[src/hdl/cst_pkg.sv]
// ----------------------------------------------------------------------------
// cst_pkg
// shared types and character codes for the c subset tokeniser
// ----------------------------------------------------------------------------
package cst_pkg;

  localparam int LEN_W = 6;

  // lexer modes, held between bytes
  typedef enum logic [3:0] {
    M_IDLE  = 4'd0,
    M_SLASH = 4'd1,
    M_LINE  = 4'd2,
    M_BLOCK = 4'd3,
    M_BSTAR = 4'd4,
    M_EQ    = 4'd5,
    M_BANG  = 4'd6,
    M_LT    = 4'd7,
    M_GT    = 4'd8,
    M_PLUS  = 4'd9,
    M_NUM   = 4'd10,
    M_ID    = 4'd11,
    M_STR   = 4'd12,
    M_DONE  = 4'd13
  } mode_t;

  typedef enum logic [4:0] {
    T_EOF     = 5'd0,
    T_ID      = 5'd1,
    T_NUM     = 5'd2,
    T_STR     = 5'd3,
    T_SEMI    = 5'd4,
    T_LBRACE  = 5'd5,
    T_RBRACE  = 5'd6,
    T_LPAREN  = 5'd7,
    T_RPAREN  = 5'd8,
    T_ASSIGN  = 5'd9,
    T_PLUS    = 5'd10,
    T_MINUS   = 5'd11,
    T_STAR    = 5'd12,
    T_SLASH   = 5'd13,
    T_PERCENT = 5'd14,
    T_EQEQ    = 5'd15,
    T_NE      = 5'd16,
    T_LT      = 5'd17,
    T_GT      = 5'd18,
    T_LE      = 5'd19,
    T_GE      = 5'd20,
    T_BANG    = 5'd21,
    T_COMMA   = 5'd22
  } tok_t;

  localparam logic REC_CHAR  = 1'b0;
  localparam logic REC_TOKEN = 1'b1;

  localparam logic [7:0] CH_NUL     = 8'h00;
  localparam logic [7:0] CH_TAB     = 8'h09;
  localparam logic [7:0] CH_NL      = 8'h0a;
  localparam logic [7:0] CH_SPACE   = 8'h20;
  localparam logic [7:0] CH_BANG    = 8'h21;
  localparam logic [7:0] CH_DQUOTE  = 8'h22;
  localparam logic [7:0] CH_PERCENT = 8'h25;
  localparam logic [7:0] CH_LPAREN  = 8'h28;
  localparam logic [7:0] CH_RPAREN  = 8'h29;
  localparam logic [7:0] CH_STAR    = 8'h2a;
  localparam logic [7:0] CH_PLUS    = 8'h2b;
  localparam logic [7:0] CH_COMMA   = 8'h2c;
  localparam logic [7:0] CH_MINUS   = 8'h2d;
  localparam logic [7:0] CH_SLASH   = 8'h2f;
  localparam logic [7:0] CH_ZERO    = 8'h30;
  localparam logic [7:0] CH_NINE    = 8'h39;
  localparam logic [7:0] CH_SEMI    = 8'h3b;
  localparam logic [7:0] CH_LT      = 8'h3c;
  localparam logic [7:0] CH_EQ      = 8'h3d;
  localparam logic [7:0] CH_GT      = 8'h3e;
  localparam logic [7:0] CH_UC_A    = 8'h41;
  localparam logic [7:0] CH_UC_Z    = 8'h5a;
  localparam logic [7:0] CH_USCORE  = 8'h5f;
  localparam logic [7:0] CH_LC_A    = 8'h61;
  localparam logic [7:0] CH_LC_Z    = 8'h7a;
  localparam logic [7:0] CH_LBRACE  = 8'h7b;
  localparam logic [7:0] CH_RBRACE  = 8'h7d;

  // one result item
  typedef struct packed {
    logic               kind;
    tok_t               ttype;
    logic [31:0]        num;
    logic [7:0]         ch;
    logic [LEN_W-1:0]   len;
    logic               last;
  } res_t;

  function automatic logic is_digit(input logic [7:0] b);
    return (b >= CH_ZERO) && (b <= CH_NINE);
  endfunction

  function automatic logic is_alpha(input logic [7:0] b);
    return ((b >= CH_LC_A) && (b <= CH_LC_Z)) || ((b >= CH_UC_A) && (b <= CH_UC_Z)) ||
           (b == CH_USCORE);
  endfunction

  function automatic res_t mk_tok(input tok_t t);
    res_t r;
    r       = '0;
    r.kind  = REC_TOKEN;
    r.ttype = t;
    return r;
  endfunction

endpackage

[src/hdl/c_subset_tokenizer_unit.sv]
// ----------------------------------------------------------------------------
// c_subset_tokenizer_unit
// streaming lexer for a small c subset; while in_stall is low, one source byte per cycle
// ----------------------------------------------------------------------------
//
//  channel | direction | handshake           | payload
//  --------+-----------+---------------------+-----------------------------------
//  in      | in        | in_valid / in_stall | in_byte
//  out     | out       | out_valid/out_stall | out_rec_kind, out_token_type,
//          |           |                     | out_number_value, out_text_char,
//          |           |                     | out_text_length, out_last_of_run
//
//  a byte is taken per cycle while in_stall is low; its first result reaches
//  the output through the input register, then the two-entry result queue
//  the lexer steps one byte a cycle while the queue can take all its results;
//  a two-result byte waits for the queue to drain through its single output
//  rst_n (synchronous) puts the lexer in idle with zero number and text count
//  in_stall rises only when the queue cannot take all results of the held byte
//
module c_subset_tokenizer_unit #(
  parameter int MAX_TEXT = 63
) (
  input  logic               clk,
  input  logic               rst_n,
  input  logic               in_valid,
  output logic               in_stall,
  input  logic [7:0]         in_byte,
  output logic               out_valid,
  input  logic               out_stall,
  output logic               out_rec_kind,
  output logic [4:0]         out_token_type,
  output logic [31:0]        out_number_value,
  output logic [7:0]         out_text_char,
  output logic [5:0]         out_text_length,
  output logic               out_last_of_run
);
  import cst_pkg::*;

  localparam int CNT_W = $clog2(MAX_TEXT + 1);

  // input register
  logic       in_vld_r;
  logic [7:0] in_byte_r;

  // lexer state
  mode_t            mode_r, mode_nxt;
  logic [31:0]      acc_r, acc_nxt;
  logic [CNT_W-1:0] cnt_r, cnt_nxt;

  // result queue: entry 0 is the head shown on the out port
  res_t       q_r [2];
  res_t       q_nxt [2];
  logic [1:0] q_cnt_r, q_cnt_nxt;

  logic [1:0] res_cnt;
  res_t       res0, res1;
  logic       pop;
  logic [1:0] after_pop;
  logic [2:0] fill;
  logic       step;
  logic       in_take;

  cst_lexer #(
    .MAX_TEXT (MAX_TEXT),
    .CNT_W    (CNT_W)
  ) u_lexer (
    .mode      (mode_r),
    .acc       (acc_r),
    .cnt       (cnt_r),
    .b         (in_byte_r),
    .next_mode (mode_nxt),
    .next_acc  (acc_nxt),
    .next_cnt  (cnt_nxt),
    .res_cnt   (res_cnt),
    .res0      (res0),
    .res1      (res1)
  );

  // head leaves when the sink is not stalling
  assign pop       = (q_cnt_r != 2'd0) && !out_stall;
  assign after_pop = q_cnt_r - {1'b0, pop};
  assign fill      = {1'b0, after_pop} + {1'b0, res_cnt};

  // the held byte is lexed once the queue has room for all of its results
  assign step     = in_vld_r && (fill <= 3'd2);
  assign in_stall = in_vld_r && !step;
  assign in_take  = in_valid && !in_stall;

  always_comb begin
    q_nxt[0] = q_r[0];
    q_nxt[1] = q_r[1];
    if (pop) q_nxt[0] = q_r[1];
    if (step) begin
      if (res_cnt != 2'd0) q_nxt[after_pop[0]] = res0;
      // two results only ever land in an empty queue
      if (res_cnt == 2'd2) q_nxt[1] = res1;
    end
    q_cnt_nxt = step ? fill[1:0] : after_pop;
  end

  always_ff @(posedge clk) begin
    if (!rst_n) begin
      in_vld_r <= 1'b0;
      mode_r   <= M_IDLE;
      acc_r    <= '0;
      cnt_r    <= '0;
      q_cnt_r  <= 2'd0;
    end else begin
      if (in_take) begin
        in_vld_r <= 1'b1;
      end else if (step) begin
        in_vld_r <= 1'b0;
      end
      if (step) begin
        mode_r <= mode_nxt;
        acc_r  <= acc_nxt;
        cnt_r  <= cnt_nxt;
      end
      q_cnt_r <= q_cnt_nxt;
    end
  end

  // payload registers, no reset needed
  always_ff @(posedge clk) begin
    if (in_take) in_byte_r <= in_byte;
    q_r[0] <= q_nxt[0];
    q_r[1] <= q_nxt[1];
  end

  assign out_valid        = (q_cnt_r != 2'd0);
  assign out_rec_kind     = q_r[0].kind;
  assign out_token_type   = q_r[0].ttype;
  assign out_number_value = q_r[0].num;
  assign out_text_char    = q_r[0].ch;
  assign out_text_length  = q_r[0].len;
  assign out_last_of_run  = q_r[0].last;

endmodule

[src/hdl/cst_lexer.sv]
// ----------------------------------------------------------------------------
// cst_lexer
// next-state and result logic for one source byte
// ----------------------------------------------------------------------------
module cst_lexer #(
  parameter int MAX_TEXT = 63,
  parameter int CNT_W    = 6
) (
  input  cst_pkg::mode_t   mode,
  input  logic [31:0]      acc,
  input  logic [CNT_W-1:0] cnt,
  input  logic [7:0]       b,
  output cst_pkg::mode_t   next_mode,
  output logic [31:0]      next_acc,
  output logic [CNT_W-1:0] next_cnt,
  output logic [1:0]       res_cnt,
  output cst_pkg::res_t    res0,
  output cst_pkg::res_t    res1
);
  import cst_pkg::*;

  // what a byte does when no token is pending
  mode_t f_mode;
  logic  f_emit;
  res_t  f_res;
  logic  f_acc_ld;
  logic  f_cnt_set;
  logic  f_cnt_one;

  always_comb begin
    f_mode    = M_IDLE;
    f_emit    = 1'b0;
    f_res     = '0;
    f_acc_ld  = 1'b0;
    f_cnt_set = 1'b0;
    f_cnt_one = 1'b0;
    case (b)
      CH_SPACE, CH_TAB, CH_NL: f_mode = M_IDLE;
      CH_NUL: begin
        f_emit = 1'b1;
        f_res  = mk_tok(T_EOF);
        f_mode = M_DONE;
      end
      CH_SLASH:   f_mode = M_SLASH;
      CH_SEMI:    begin f_emit = 1'b1; f_res = mk_tok(T_SEMI);    end
      CH_LBRACE:  begin f_emit = 1'b1; f_res = mk_tok(T_LBRACE);  end
      CH_RBRACE:  begin f_emit = 1'b1; f_res = mk_tok(T_RBRACE);  end
      CH_LPAREN:  begin f_emit = 1'b1; f_res = mk_tok(T_LPAREN);  end
      CH_RPAREN:  begin f_emit = 1'b1; f_res = mk_tok(T_RPAREN);  end
      CH_COMMA:   begin f_emit = 1'b1; f_res = mk_tok(T_COMMA);   end
      CH_MINUS:   begin f_emit = 1'b1; f_res = mk_tok(T_MINUS);   end
      CH_STAR:    begin f_emit = 1'b1; f_res = mk_tok(T_STAR);    end
      CH_PERCENT: begin f_emit = 1'b1; f_res = mk_tok(T_PERCENT); end
      CH_EQ:      f_mode = M_EQ;
      CH_BANG:    f_mode = M_BANG;
      CH_LT:      f_mode = M_LT;
      CH_GT:      f_mode = M_GT;
      CH_PLUS:    f_mode = M_PLUS;
      CH_DQUOTE: begin
        f_mode    = M_STR;
        f_cnt_set = 1'b1;
      end
      default: begin
        if (is_digit(b)) begin
          f_mode   = M_NUM;
          f_acc_ld = 1'b1;
        end else if (is_alpha(b)) begin
          f_mode     = M_ID;
          f_emit     = 1'b1;
          f_res.kind = REC_CHAR;
          f_res.ttype = T_ID;
          f_res.ch   = b;
          f_cnt_set  = 1'b1;
          f_cnt_one  = 1'b1;
        end else begin
          f_emit = 1'b1;
          f_res  = mk_tok(T_EOF);
          f_mode = M_DONE;
        end
      end
    endcase
  end

  logic        lead_v;
  res_t        lead;
  logic        use_fresh;
  logic [31:0] acc_x10;
  logic        at_cap;

  assign acc_x10 = {acc[28:0], 3'b000} + {acc[30:0], 1'b0};
  assign at_cap  = (cnt >= CNT_W'(MAX_TEXT));

  always_comb begin
    next_mode = mode;
    next_acc  = acc;
    next_cnt  = cnt;
    lead_v    = 1'b0;
    lead      = '0;
    use_fresh = 1'b0;
    res0      = '0;
    res1      = '0;
    res_cnt   = 2'd0;

    case (mode)
      M_DONE: next_mode = M_DONE;
      M_SLASH: begin
        if (b == CH_SLASH) begin
          next_mode = M_LINE;
        end else if (b == CH_STAR) begin
          next_mode = M_BLOCK;
        end else begin
          lead_v    = 1'b1;
          lead      = mk_tok(T_SLASH);
          use_fresh = 1'b1;
        end
      end
      M_LINE: begin
        if (b == CH_NL) begin
          next_mode = M_IDLE;
        end else if (b == CH_NUL) begin
          lead_v    = 1'b1;
          lead      = mk_tok(T_EOF);
          next_mode = M_DONE;
        end
      end
      M_BLOCK, M_BSTAR: begin
        if (b == CH_NUL) begin
          lead_v    = 1'b1;
          lead      = mk_tok(T_EOF);
          next_mode = M_DONE;
        end else if (mode == M_BSTAR && b == CH_SLASH) begin
          next_mode = M_IDLE;
        end else if (b == CH_STAR) begin
          next_mode = M_BSTAR;
        end else begin
          next_mode = M_BLOCK;
        end
      end
      M_EQ, M_BANG, M_LT, M_GT: begin
        lead_v = 1'b1;
        if (b == CH_EQ) begin
          next_mode = M_IDLE;
          case (mode)
            M_EQ:    lead = mk_tok(T_EQEQ);
            M_BANG:  lead = mk_tok(T_NE);
            M_LT:    lead = mk_tok(T_LE);
            default: lead = mk_tok(T_GE);
          endcase
        end else begin
          use_fresh = 1'b1;
          case (mode)
            M_EQ:    lead = mk_tok(T_ASSIGN);
            M_BANG:  lead = mk_tok(T_BANG);
            M_LT:    lead = mk_tok(T_LT);
            default: lead = mk_tok(T_GT);
          endcase
        end
      end
      M_PLUS: begin
        lead_v = 1'b1;
        if (b == CH_PLUS) begin
          lead      = mk_tok(T_EOF);
          next_mode = M_DONE;
        end else begin
          lead      = mk_tok(T_PLUS);
          use_fresh = 1'b1;
        end
      end
      M_NUM: begin
        if (is_digit(b)) begin
          next_acc = acc_x10 + {28'd0, b[3:0]};
        end else begin
          lead_v    = 1'b1;
          lead      = mk_tok(T_NUM);
          lead.num  = acc;
          use_fresh = 1'b1;
        end
      end
      M_ID: begin
        if (is_alpha(b) || is_digit(b)) begin
          if (!at_cap) begin
            lead_v     = 1'b1;
            lead.kind  = REC_CHAR;
            lead.ttype = T_ID;
            lead.ch    = b;
            lead.len   = LEN_W'(cnt);
            next_cnt   = cnt + CNT_W'(1);
          end
        end else begin
          lead_v    = 1'b1;
          lead      = mk_tok(T_ID);
          lead.len  = LEN_W'(cnt);
          use_fresh = 1'b1;
        end
      end
      M_STR: begin
        lead_v = 1'b1;
        if (b == CH_DQUOTE) begin
          lead      = mk_tok(T_STR);
          lead.len  = LEN_W'(cnt);
          next_mode = M_IDLE;
        end else if (b == CH_NUL || at_cap) begin
          lead      = mk_tok(T_STR);
          lead.len  = LEN_W'(cnt);
          use_fresh = 1'b1;
        end else begin
          lead.kind  = REC_CHAR;
          lead.ttype = T_STR;
          lead.ch    = b;
          lead.len   = LEN_W'(cnt);
          next_cnt   = cnt + CNT_W'(1);
        end
      end
      default: use_fresh = 1'b1;
    endcase

    if (use_fresh) begin
      next_mode = f_mode;
      if (f_acc_ld) next_acc = {28'd0, b[3:0]};
      if (f_cnt_set) next_cnt = f_cnt_one ? CNT_W'(1) : '0;
      if (lead_v) begin
        res0    = lead;
        res1    = f_res;
        res_cnt = f_emit ? 2'd2 : 2'd1;
      end else begin
        res0    = f_res;
        res_cnt = f_emit ? 2'd1 : 2'd0;
      end
    end else begin
      res0    = lead;
      res_cnt = lead_v ? 2'd1 : 2'd0;
    end

    // flag the final result of this byte
    if (res_cnt == 2'd2) res1.last = 1'b1;
    else if (res_cnt == 2'd1) res0.last = 1'b1;
  end

endmodule

[config.mk]
export PLATFORM = sky130hd
export DESIGN_NAME = c_subset_tokenizer_unit
export DESIGN_NICKNAME = d
export VERILOG_FILES = /design/src/hdl/cst_pkg.sv /design/src/hdl/c_subset_tokenizer_unit.sv /design/src/hdl/cst_lexer.sv
export SDC_FILE = /design/constraint.sdc
export NUM_CORES = 1
export LEC_CHECK = 0
export BUFFER_PORTS_ARGS = -buffer_cell sky130_fd_sc_hd__buf_2
export CAP_MARGIN = 20
export CORE_UTILIZATION = 55
export DETAILED_ROUTE_END_ITERATION = 7
export GPL_TIMING_DRIVEN = 0
export PLACE_DENSITY = 0.73
export SLEW_MARGIN = 20
export SYNTH_ARGS = -nofsm -noshare
export SYNTH_HDL_FRONTEND = slang
export SYNTH_SLANG_ARGS = --single-unit
[constraint.sdc]
create_clock -name clk -period 13.1 [get_ports clk]
set_input_delay 1.965 -clock clk [delete_from_list [all_inputs] [get_ports clk]]
set_output_delay 1.965 -clock clk [all_outputs]
set_load 0.05 [all_outputs]
# Word-level counts from Yosys, hierarchy flattened
# Memories as Yosys holds them, arrays and structs flattened.
# Index checks and enable logic that the tools add are counted.
# W data, S select, Z words.
[word_totals]
register_bits = 53
ram_bits = 106
out_inout_bits = 55
memories = 1
[classes]
addsub = 5
order_cmp = 10
n_eq_ne = 40
mux = 90
bitwise = 1
n_reduce_logical = 31
[memory_table]
columns = ["memory", "words", "word_bits", "rd", "rd_ports_with_merged_regs", "write_ports", "line_no", "source"]
rows = [
  ["q_r", 2, 53, 2, 0, 2, "c_subset_tokenizer_unit.sv:51", "res_t q_r [2];"],
]
[op_table]
columns = ["cell", "count"]
rows = [
  ["$mux W53", 15],
  ["$pmux W53 S11", 1],
  ["$pmux W53 S8", 1],
  ["$pmux W52 S3", 2],
  ["$mux W106", 2],
  ["$mux W32", 4],
  ["$eq A8 B6 Y1 const B", 15],
  ["$bwmux W106", 1],
  ["$mux W6", 9],
  ["$demux W53 S1", 1],
  ["$mux W51", 1],
  ["$mux W4", 11],
  ["$mux W14", 3],
  ["$pmux W4 S9", 1],
  ["$add A32 B32 Y32", 1],
  ["$add A32 B4 Y32", 1],
  ["$pmux W4 S7", 1],
  ["$mux W1", 25],
  ["$eq A4 B4 Y1 const B", 6],
  ["$eq A8 B7 Y1 const B", 3],
  ["$reduce_or A10 Y1", 2],
  ["$reduce_or A20 Y1", 1],
  ["$reduce_or A19 Y1", 1],
  ["$eq A4 B3 Y1 const B", 4],
  ["other kinds (37)", 65],
]

# Depth between registers and ports, before layout
# Gate-level depths: netlist of the first run.
[logic_depth]
word_depth = 17
mapped_depth = 24
mapped_depth_nobuf = 19

# Hierarchy
# A second synthesis of the first run with hierarchy kept.
[hier_totals]
cells_unflattened = 1447
hier_area_um2 = 12111.6
[by_module_without_submodules]
columns = ["module", "instances", "cells_each", "area_each_um2"]
rows = [
  ["c_subset_tokenizer_unit", 1, 737, 7569.8],
  ["cst_lexer", 1, 710, 4541.9],
]

# Worst setup path after synthesis of the first run
# OpenSTA, ideal clock, no wires.
[synth_path]
kind = "input port to flip-flop"
start = "in out_stall"
end = "mem q_r[0][100] (netlist bit), enable pin"
setup_time_ps = 543
t_arrival_ps = 8862
required_time_ps = 12557
setup_slack_ps = 3695
path_stages = 16
n_path_buf = 6
cell_sequence = "nand2b_1 > clkbuf_1 > inv_1 > ha_1 > clkbuf_1 > inv_1 > clkbuf_1 > clkbuf_1 > ha_1 > inv_1 > fa_1 > o21ai_0 > or2_2 > clkbuf_1 > clkbuf_1 > a211oi_1"
[synth_lines]
columns = ["item", "line_no", "source"]
rows = [
  ["from (decl)", "c_subset_tokenizer_unit.sv:29", "input logic out_stall,"],
  ["to (decl)", "c_subset_tokenizer_unit.sv:51", ""],
]

# Final worst setup path of the first run
[layout_path]
start = "in out_stall"
end = "out in_stall"
[layout_via]
elab_chain_cells = 8
[layout_lines]
columns = ["item", "line_no", "source"]
rows = [
  ["$logic_not A1 Y1", "c_subset_tokenizer_unit.sv:80", "assign pop = (q_cnt_r != 2'd0) && !out_stall;"],
  ["$logic_and A1 B1 Y1", "c_subset_tokenizer_unit.sv:80", ""],
  ["$sub A2 B1 Y2", "c_subset_tokenizer_unit.sv:81", "assign after_pop = q_cnt_r - {1'b0, pop};"],
  ["$add A2 B2 Y3", "c_subset_tokenizer_unit.sv:82", "assign fill = {1'b0, after_pop} + {1'b0, res_cnt};"],
  ["$le A3 B2 Y1", "c_subset_tokenizer_unit.sv:85", "assign step = in_vld_r && (fill <= 3'd2);"],
  ["$logic_and A1 B1 Y1", "c_subset_tokenizer_unit.sv:85", ""],
  ["$logic_not A1 Y1", "c_subset_tokenizer_unit.sv:86", "assign in_stall = in_vld_r && !step;"],
  ["$logic_and A1 B1 Y1", "c_subset_tokenizer_unit.sv:86", ""],
  ["to (decl)", "c_subset_tokenizer_unit.sv:26", "output logic in_stall,"],
]
# No other way between the ends.

==> results of run 1 <==
cells by family after synthesis:
kind of cell | after synthesis | synth area share [%]
compound gates | 345 | 21.3
xor+xnor | 25 | 2.13
mux | 53 | 5.16
buf+inv | 149 | 7.98
flops | 159 | 36.9
simple gates | 386 | 18.3
fa+ha+maj | 66 | 8.26
worst max-delay path by stage:
stage                   to  cells past startpoint      start  slack [ns]
3_3_place_gp    q_r[0][79]                     17  out_stall      -0.005
5_1_grt           in_stall                     15  out_stall        4.54
6_report          in_stall                     15  out_stall        4.73
4_1_cts           in_stall                     15  out_stall        4.81
2_1_floorplan  q_r[0][100]                     16  out_stall        3.70
3_5_place_dp      in_stall                     15  out_stall        4.84
power breakdown:
group          internal [mW]  switching (mW)  total, mW
Clock                  0.276           0.221      0.497
Combinational          0.521            1.12       1.64
Sequential             0.785           0.108      0.893
worst min-delay path, cell delays in order (launching register included):
cell	delay, ns
dfxtp_1	0.33
nand3_1	0.07
o21ai_1	0.05
routing by layer:
metal  GRT usage [%]  up-vias  wire, µm
met1            43.5     4468     13500
met2            46.1      404     12600
li1                -     4477         -
met3            5.21       46      2390
met4            10.4        0       582
met5               0        -         0
stage by stage:
step	TNS, ns	hold slack, ns	worst slack [ns]	cell area, µm²
after CTS	0	0.482	4.81	11500
final	0	0.486	4.73	11500
after global placement	-0.0822	0.474	-0.00478	10900
after floorplan	0	0.447	3.70	10300
after detailed placement	0	0.477	4.84	10900
after global routing	0	0.517	4.54	11500
sequential cells by signal, indices dropped and copies added (netlist names):
register and cells:
q_cnt_r 2, cnt_r 6, in_vld_r 1, q_r 106
acc_r 32, in_byte_r 8, mode_r 4
Yosys cell counts (11+ instances only):
library cell,instances,area share (%)
and3_1,17,1.0
buf_4,52,3.8
nand2_1,127,4.6
xnor2_1,11,0.94
clkbuf_1,52,1.9
mux2i_1,53,5.2
o21ai_0,65,3.2
a211oi_1,14,1.0
xor2_1,14,1.2
edfxtp_1,61,18
buf_2,12,0.58
nor2_1,50,1.8
and2_1,13,0.79
a31oi_1,16,0.97
nor3_1,20,0.97
dfxtp_1,98,19
ha_1,63,7.7
a21o_1,17,1.2
o211ai_1,11,0.80
inv_1,20,0.73
nand3_1,102,5.0
o21ai_1,40,1.9
a21oi_1,93,4.5
layout make-up:
type	count	area, µm²
Timing Repair Buffer	69	374
Inverter	22	82.6
Tap cell	229	287
Buffer	127	737
Multi-Input combinational cell	875	5670
Fill cell	1550	6620
Clock inverter	13	130
Clock buffer	19	453
Sequential cell	159	3790
==> impl_metrics.py, run 1 <==
metrics = {
    "route": {
        "post_drt_wl_per_cell_um": 19.2,
        "drtIter0Drc": 954,
        "ant_nets": 0,
        "first_pass_iters": 8,
        "routed_wl_um": 29000,
        "vias": 9395,
        "drc": 7,
        "vias_per_cell": 6.21,
    },
    "worst_setup_path": {
        "required_ns": 11.14,
        "cpPeakStageDelay_ns": 0.67,
        "path_cells": "buf_2, nand2b_1, clkbuf_1, inv_1, ha_1, clkbuf_1, inv_1, clkbuf_1, clkbuf_1, ha_1, inv_1, fa_1, o21ai_0, and2_1, buf_2",
        "crit_slowest_cell": "o21ai_0",
        "rrSetupSlack_ns": 6.51,
        "critical_path_buf_inv_count": 9,
        "reg2reg_depth": 22,
        "cpMostUsedCell": "clkbuf_1",
        "r2r-end": "acc_r[20]",
        "end_kind": "output port",
        "path_class": "primary input to output port",
        "cp.arrival_ns": 6.41,
        "rr_startpoint": "in_byte_r[1]",
        "start_kind": "primary input",
        "worst-path-max-fanout": 10,
        "cp_top_family": "buffers and inverters",
    },
    "final_layout": {
        "final_common_cell": "nand2_1",
        "n_antenna_cell": 0,
        "area_growth_pct": 12.2,
        "fin_util_pct": 63.5,
        "drive_gt1_share_pct": 15.1,
        "fin_cells": 1513,
        "final_nets": 1349,
        "final_cell_mix": "nand2_1, nand3_1, dfxtp_1",
    },
    "floorplanning": {
        "start_util_pct": 56.6,
        "die-area_um2": 19200,
        "io_pins": 67,
        "die_w_um": 139,
        "rows": 49,
        "fp.coreArea_um2": 18100,
        "die_y_um": 139,
    },
    "clock_network": {
        "cts_tree": "yes",
        "insertion_delay_ns": 0.44,
        "cts_buffers": 17,
        "root_buffer": "clkbuf_16",
        "cts_resized": 0,
        "cts.sinks": 159,
        "clkSlewWorstSetupHoldPaths_ns": 0.07,
        "holdBufCountCts": 0,
        "cts_setup_buffers": 0,
        "htreeDepth": 4,
        "clk_path_buf_depth": 2,
    },
    "grt": {
        "grt_pass1_wl_um": 46000,
        "grt_pass1_vias": 8697,
        "grt_max_degree": 17,
        "overflow": 0,
        "grt.total_usage_pct": 30.3,
        "antenna_found_initial": 0,
    },
    "synth": {
        "synthFlopType": "dfxtp_1",
        "synth_seq_cells": 159,
        "synthDistinctLibCells": 72,
        "synth_cells": 1183,
        "synth_seq_area_share_pct": 36.9,
        "synth.avg_cell_area_um2": 8.68,
        "synth_nets": 1261,
        "synthArstFlopShare_pct": 0,
        "yosys_warnings": 0,
        "syn_area_um2": 10300,
        "synth-edff-count": 61,
    },
    "hold_path": {
        "worstHoldPathType": "register to register",
        "hold_depth": 2,
        "min_from": "acc_r[31]",
        "worst_hold_path.endpoint": "q_r[0][46]",
    },
    "sta": {
        "fin_crit_ns": 8.37,
        "rsz0062_at_grt": "no",
        "fmax_mhz": 119,
        "timing.final.hold_violations": 0,
        "finClkSkew_ns": 0.0111,
        "slew_violations": 0,
        "setup_viol": 0,
        "worst_slew_pin_slew_ns": 0.968,
        "slew-limit-headroom_pct": 35.5,
        "finalCritPeriodShare_pct": 63.9,
    },
    "power_and_ir_drop": {
        "power_density_nw_per_um2": 263,
        "ir_drop_v": 0.000193,
        "power_mw": 3.03,
        "power.leakage_nw": 5.05,
    },
    "placed_design": {
        "globalplace.congestion": 0.967,
        "port_buffers": 65,
        "hpwl_um": 21600,
        "place_inst": 1481,
    },
    "job": {
        "max-cap-violations": 0,
    },
    "run_status": {
        "status": "finished with violations",
        "violations": "design-rule violations",
    },
}
No activity file was read; power rests on OpenSTA's default activity.
==> run 2, diff against run 1 <==
--- a/config.mk
+++ b/config.mk
@@ -5,12 +5,13 @@
 export SDC_FILE = /design/constraint.sdc
 export NUM_CORES = 1
 export LEC_CHECK = 0
+export ABC_AREA = 1
 export BUFFER_PORTS_ARGS = -buffer_cell sky130_fd_sc_hd__buf_2
 export CAP_MARGIN = 20
 export CORE_UTILIZATION = 55
 export DETAILED_ROUTE_END_ITERATION = 7
 export GPL_TIMING_DRIVEN = 0
-export PLACE_DENSITY = 0.73
+export PLACE_DENSITY = 0.76
 export SLEW_MARGIN = 20
 export SYNTH_ARGS = -nofsm -noshare
 export SYNTH_HDL_FRONTEND = slang
==> constraint.sdc (replaced) <==
create_clock -name clk -period 7.1 [get_ports clk]
set_input_delay 1.065 -clock clk [delete_from_list [all_inputs] [get_ports clk]]
set_output_delay 1.065 -clock clk [all_outputs]
set_load 0.05 [all_outputs]
==> impl_metrics.py, run 2 <==
metrics = {
    "final_layout": {
        "n_antenna_cell": 0,
        "fin_util_pct": 62.3,
        "final_common_cell": "nand2_1",
        "seqCellArea_um2": 3790,
        "final_nets": 1967,
        "top_register": "q_r",
        "final_cell_mix": "nand2_1, inv_1, nor2_1",
        "nFillCells": 2008,
        "top_regs": "q_r (106), acc_r (32), in_byte_r (8)",
        "drive_gt1_share_pct": 10.7,
        "fin_cells": 2177,
        "area_growth_pct": 11.2,
        "largest_reg_flops": 106,
        "multi_input_area_um2": 6560,
    },
    "route": {
        "ant_nets": 0,
        "first_pass_iters": 5,
        "drtIter0Drc": 1062,
        "vias": 12300,
        "routed_wl_um": 37000,
        "post_drt_wl_per_cell_um": 17.0,
        "drc": 0,
        "vias_per_cell": 5.66,
    },
    "worst_setup_path": {
        "cpPeakStageDelay_ns": 0.52,
        "path_cells": "buf_2, a21oi_2, clkbuf_1, ha_1, clkbuf_1, inv_1, clkbuf_1, clkbuf_1, ha_1, inv_1, fa_1, o21ai_0, nor2_2, clkbuf_1, buf_1, nand2_1, inv_6",
        "rr_startpoint": "q_cnt_r[1]",
        "path_class": "primary input to register",
        "required_ns": 7.18,
        "worst-path-max-fanout": 53,
        "crit_slowest_cell": "clkbuf_1",
        "end_kind": "register",
        "cpMostUsedCell": "clkbuf_1",
        "start_kind": "primary input",
        "critPathLaunch": "out_stall",
        "cp.arrival_ns": 6.78,
    },
    "synth": {
        "synth_xor_area_share_pct": 0.966,
        "synth_top_cell_area_share_pct": 18.0,
        "synthDistinctLibCells": 43,
        "synthArstFlopShare_pct": 0,
        "synth_common_cells": "nand2_1, inv_1, nor2_1",
        "synth_simple_gate_area_share_pct": 34.4,
        "synthAdderAreaFrac_pct": 7.20,
        "synth_mux_area_share_pct": 0.0850,
        "yosysTopAreaCell": "nand2_1",
        "synth_cells": 1804,
        "synth_seq_area_share_pct": 32.2,
        "synth_area_leaders": "nand2_1, dfxtp_1, edfxtp_1",
        "synth-compound-area-share_pct": 12.9,
        "synthFlopType": "dfxtp_1",
        "synth_most_common_cell": "nand2_1",
        "synth_top_family_by_area": "simple AND/OR/NAND/NOR gates",
        "synth_nets": 1882,
        "syn_area_um2": 11800,
        "synth_seq_cells": 159,
        "yosys_warnings": 0,
        "synth-edff-count": 61,
        "synth.avg_cell_area_um2": 6.53,
    },
    "sta": {
        "timing.final.hold_violations": 0,
        "rsz0062_at_grt": "no",
        "finalCritPeriodShare_pct": 94.4,
        "slew-limit-headroom_pct": 49.0,
        "slew_violations": 0,
        "fin_crit_ns": 6.70,
        "holdWs_ns": 0.508,
        "setup_viol": 0,
        "worst_slew_pin_slew_ns": 0.756,
        "worst_slack_ns": 0.396,
        "finClkSkew_ns": 0.0211,
        "fmax_mhz": 149,
    },
    "placed_design": {
        "port_buffers": 66,
        "dp_slack_ns": -0.416,
        "place_inst": 2145,
        "globalplace.congestion": 0.988,
        "hpwl_um": 28300,
    },
    "grt": {
        "grt_max_degree": 54,
        "antenna_found_initial": 0,
        "overflow": 0,
        "grt_pass1_wl_um": 58500,
        "grt.total_usage_pct": 34.2,
        "grt_pass1_vias": 11400,
    },
    "clock_network": {
        "insertion_delay_ns": 0.44,
        "cts_setup_buffers": 0,
        "cts_resized": 0,
        "htreeDepth": 4,
        "cts_buffers": 17,
        "holdBufCountCts": 0,
        "clk_path_buf_depth": 2,
        "root_buffer": "clkbuf_16",
        "cts.sinks": 159,
        "cts_tree": "yes",
        "clkSlewWorstSetupHoldPaths_ns": 0.07,
    },
    "floorplanning": {
        "start_util_pct": 56.0,
        "io_pins": 67,
        "rows": 53,
        "die-area_um2": 22000,
        "fp.coreArea_um2": 21000,
        "die_w_um": 148,
        "die_y_um": 148,
    },
    "job": {
        "max-cap-violations": 0,
    },
    "power_and_ir_drop": {
        "power_density_nw_per_um2": 506,
        "power.leakage_nw": 6.29,
        "ir_drop_v": 0.000313,
    },
    "hold_path": {
        "min_from": "acc_r[29]",
        "worstHoldPathType": "register to register",
    },
    "run_status": {
        "status": "finished, final reports clean",
    },
}
-- run 2: cell types whose count changed after synthesis, moves of 32 or more --
cell,delta
nand2_1,+439
inv_1,+156
o21ai_1,-35
mux2i_1,-52
a21oi_1,+32
nor2_1,+121
o21ai_0,+56
nand4_1,+73
-- run 2: kinds of logic after synthesis --
logic type	after synthesis
flip-flops	159
AND/OR/NAND/NOR	960
XOR/XNOR	13
adder cells (fa/ha/maj)	66
AO/OA/AOI/OAI	285
multiplexers	1
buffers and inverters	320
-- run 2: cell type report --
type	count	share of cell area (%)
plain buffers	128	5.48
clock buffers	17	3.25
clock inverters	15	1.58
inverters	192	5.54
multi-input cells	1325	50.0
flip-flops and latches	159	29.0
well taps	275	2.63
repair buffers	66	2.52
-- run 2: critical path, delay by kind of cell --
family	cells	cell delay [ns]
buffers and inverters	10	3.36
adders and majority gates	3	1.07
and+or+nand+nor	2	0.66
AOI/OAI and AO/OA	2	0.58
-- run 2: metal layers --
layer | share of wire (%) | up-vias | track usage, %
met1 | 41 | 5598 | 42.5
met4 | 6.1 | 0 | 20.1
met2 | 46 | 540 | 57.1
li1 | - | 6059 | -
met5 | 0 | - | 0
met3 | 6.2 | 131 | 4.02
-- run 2: path summary, 6_finish.rpt --
check        depth (start not counted)          to  slack [ns]
min reg2reg                          2   acc_r[29]        0.51
max reg2reg                         17  q_r[0][78]        0.67
max                                 17  q_r[0][78]        0.40
min                                  2   acc_r[29]        0.51
-- run 2: per-stage QoR --
| stage | setup TNS, ns | area [µm²] | power (mW) |
|---|---|---|---|
| after floorplan | 0 | 11800 | 4.53 |
| after global placement | -69.56 | 12500 | 5.49 |
| after detailed placement | -21.97 | 12500 | 5.55 |
| after CTS | 0 | 13100 | 6.54 |
| after global routing | 0 | 13100 | 7.05 |
| final | 0 | 13100 | 6.63 |
-- run 2: power by group --
group | switching, mW | leakage [nW] | total, mW | internal [mW]
sequential | 0.187 | 1.38 | 1.67 | 1.49
combinational | 2.87 | 4.60 | 3.98 | 1.10
clock | 0.490 | 0.304 | 0.979 | 0.489
total | 3.55 | 6.29 | 6.63 | 3.08
==> run 3, diff against run 2 <==
--- a/config.mk
+++ b/config.mk
@@ -8,10 +8,9 @@
 export ABC_AREA = 1
 export BUFFER_PORTS_ARGS = -buffer_cell sky130_fd_sc_hd__buf_2
 export CAP_MARGIN = 20
-export CORE_UTILIZATION = 55
+export CORE_UTILIZATION = 35
 export DETAILED_ROUTE_END_ITERATION = 7
 export GPL_TIMING_DRIVEN = 0
-export PLACE_DENSITY = 0.76
 export SLEW_MARGIN = 20
 export SYNTH_ARGS = -nofsm -noshare
 export SYNTH_HDL_FRONTEND = slang
==> impl_metrics.py, run 3 (same netlist as run 2, synthesis figures left out) <==
metrics = {
    "final_layout": {
        "drive_gt1_share_pct": 10.4,
        "final_nets": 1967,
        "final_design_area_no_fill_um2": 13200,
        "final_cell_mix": "nand2_1, inv_1, nor2_1",
        "final_common_cell": "nand2_1",
        "top_register": "q_r",
        "multi_input_area_um2": 6560,
        "top_regs": "q_r (106), acc_r (32), in_byte_r (8)",
        "n_antenna_cell": 0,
        "fin_util_pct": 40.2,
        "largest_reg_flops": 106,
        "fin_cells": 2343,
        "seqCellArea_um2": 3790,
        "nFillCells": 3582,
        "area_growth_pct": 12.2,
    },
    "hold_path": {
        "worstHoldPathType": "register to register",
    },
    "grt": {
        "grt_max_degree": 54,
        "grt_pass1_wl_um": 60300,
        "grt.total_usage_pct": 22.6,
        "grt-busiest-layer": "met2",
        "met2_usage_pct": 35.4,
        "antenna_found_initial": 1,
        "grt_use_met3_pct": 2.68,
        "overflow": 0,
        "grt_pass1_vias": 11100,
        "use_met1_pct": 32.5,
    },
    "sta": {
        "finClkSkew_ns": 0.00936,
        "slew_violations": 0,
        "setup_viol": 0,
        "worst_slew_pin_slew_ns": 0.794,
        "slew-limit-headroom_pct": 47.1,
        "timing.final.hold_violations": 0,
        "holdWs_ns": 0.499,
        "rsz0062_at_grt": "no",
        "fin_tns_setup_ns": 0,
        "fin_crit_ns": 6.66,
        "finalCritPeriodShare_pct": 93.8,
        "worst_slack_ns": 0.442,
        "fmax_mhz": 150,
    },
    "clock_network": {
        "root_buffer": "clkbuf_16",
        "holdBufCountCts": 0,
        "clkSlewWorstSetupHoldPaths_ns": 0.07,
        "cts_buffers": 17,
        "insertion_delay_ns": 0.43,
        "htreeDepth": 4,
        "clk_path_buf_depth": 2,
        "cts.sinks": 159,
        "cts_tree": "yes",
    },
    "placed_design": {
        "hpwl_um": 29500,
        "dp_slack_ns": -0.769,
        "port_buffers": 66,
        "place_area_um2": 12700,
        "place_inst": 2312,
        "globalplace.congestion": 0.917,
    },
    "worst_setup_path": {
        "end_kind": "register",
        "start_kind": "primary input",
        "required_ns": 7.17,
        "cp.arrival_ns": 6.73,
        "path_class": "primary input to register",
        "worst-path-max-fanout": 53,
    },
    "floorplanning": {
        "rows": 66,
        "io_pins": 67,
        "die_w_um": 185,
        "die-area_um2": 34400,
        "die_y_um": 185,
        "start_util_pct": 35.8,
        "fp.coreArea_um2": 32900,
    },
    "route": {
        "routed_wl_um": 38300,
        "vias": 12000,
        "drtIter0Drc": 1149,
        "vias_per_cell": 5.11,
        "post_drt_wl_per_cell_um": 16.3,
        "drc": 0,
        "first_pass_iters": 5,
        "ant_nets": 0,
    },
    "job": {
        "max-cap-violations": 0,
    },
    "power_and_ir_drop": {
        "power_density_nw_per_um2": 495,
        "power_mw": 6.54,
        "power.leakage_nw": 6.25,
        "ir_drop_v": 0.000261,
    },
    "run_status": {
        "status": "finished, final reports clean",
    },
}
## run 3: cell count changes in the layout (fill, tap and decap cells not counted), sizes merged
| cell | previous run | this run |
|---|---|---|
| inv | 193 | 188 |
| bufinv | 0 | 1 |
| clkbuf | 70 | 76 |
| clkinv | 14 | 11 |
## run 3: report_power, final
part,internal (mW),total (mW),switching (mW)
sequential,1.49,1.67,0.185
clock,0.494,0.894,0.401
combinational,1.11,3.98,2.87
## run 3: worst max-delay path, stage by stage
cell and delay (ns):
buf_2 0.11, a21oi_2 0.40, clkbuf_1 0.46, ha_1 0.32, clkbuf_1 0.18, inv_1 0.18, clkbuf_1 0.44, clkbuf_1 0.49
ha_1 0.25, inv_1 0.05, fa_1 0.50, o21ai_0 0.28, nor2_4 0.39, clkbuf_1 0.46, buf_1 0.46, nand2_1 0.20
inv_6 0.42
## run 3: per-layer routing
metal / part of all wire [%] / vias up
met1: 49 / 5542
met4: 1.8 / 0
li1: - / 6070
met2: 44 / 321
met3: 5.2 / 43
met5: 0 / -
## run 3: area by class of cell
cell class	instances	share of cell area, %
Buffer	128	5.43
Clock buffer	23	3.46
Clock inverter	8	0.634
Inverter	192	5.49
Multi-Input combinational cell	1325	49.6
Sequential cell	159	28.7
Tap cell	442	4.18
Timing Repair Buffer	66	2.50
## run 3: path summary, 6_finish.rpt
check	cells past startpoint	startpoint	slack [ns]	endpoint
max reg2reg	17	q_cnt_r[1]	0.73	q_r[0][103]
max	17	out_stall	0.44	q_r[0][103]
min	2	in_vld_r	0.50	in_vld_r
min reg2reg	2	in_vld_r	0.50	in_vld_r
## run 3: what timing repair did
| item | 4_1_cts | 5_1_grt |
|---|---|---|
| setup buffers | 0 | 0 |
| gates cloned | 0 | 0 |
| setup endpoints to repair | 53 | 53 |
| resized for setup | 2 | 2 |
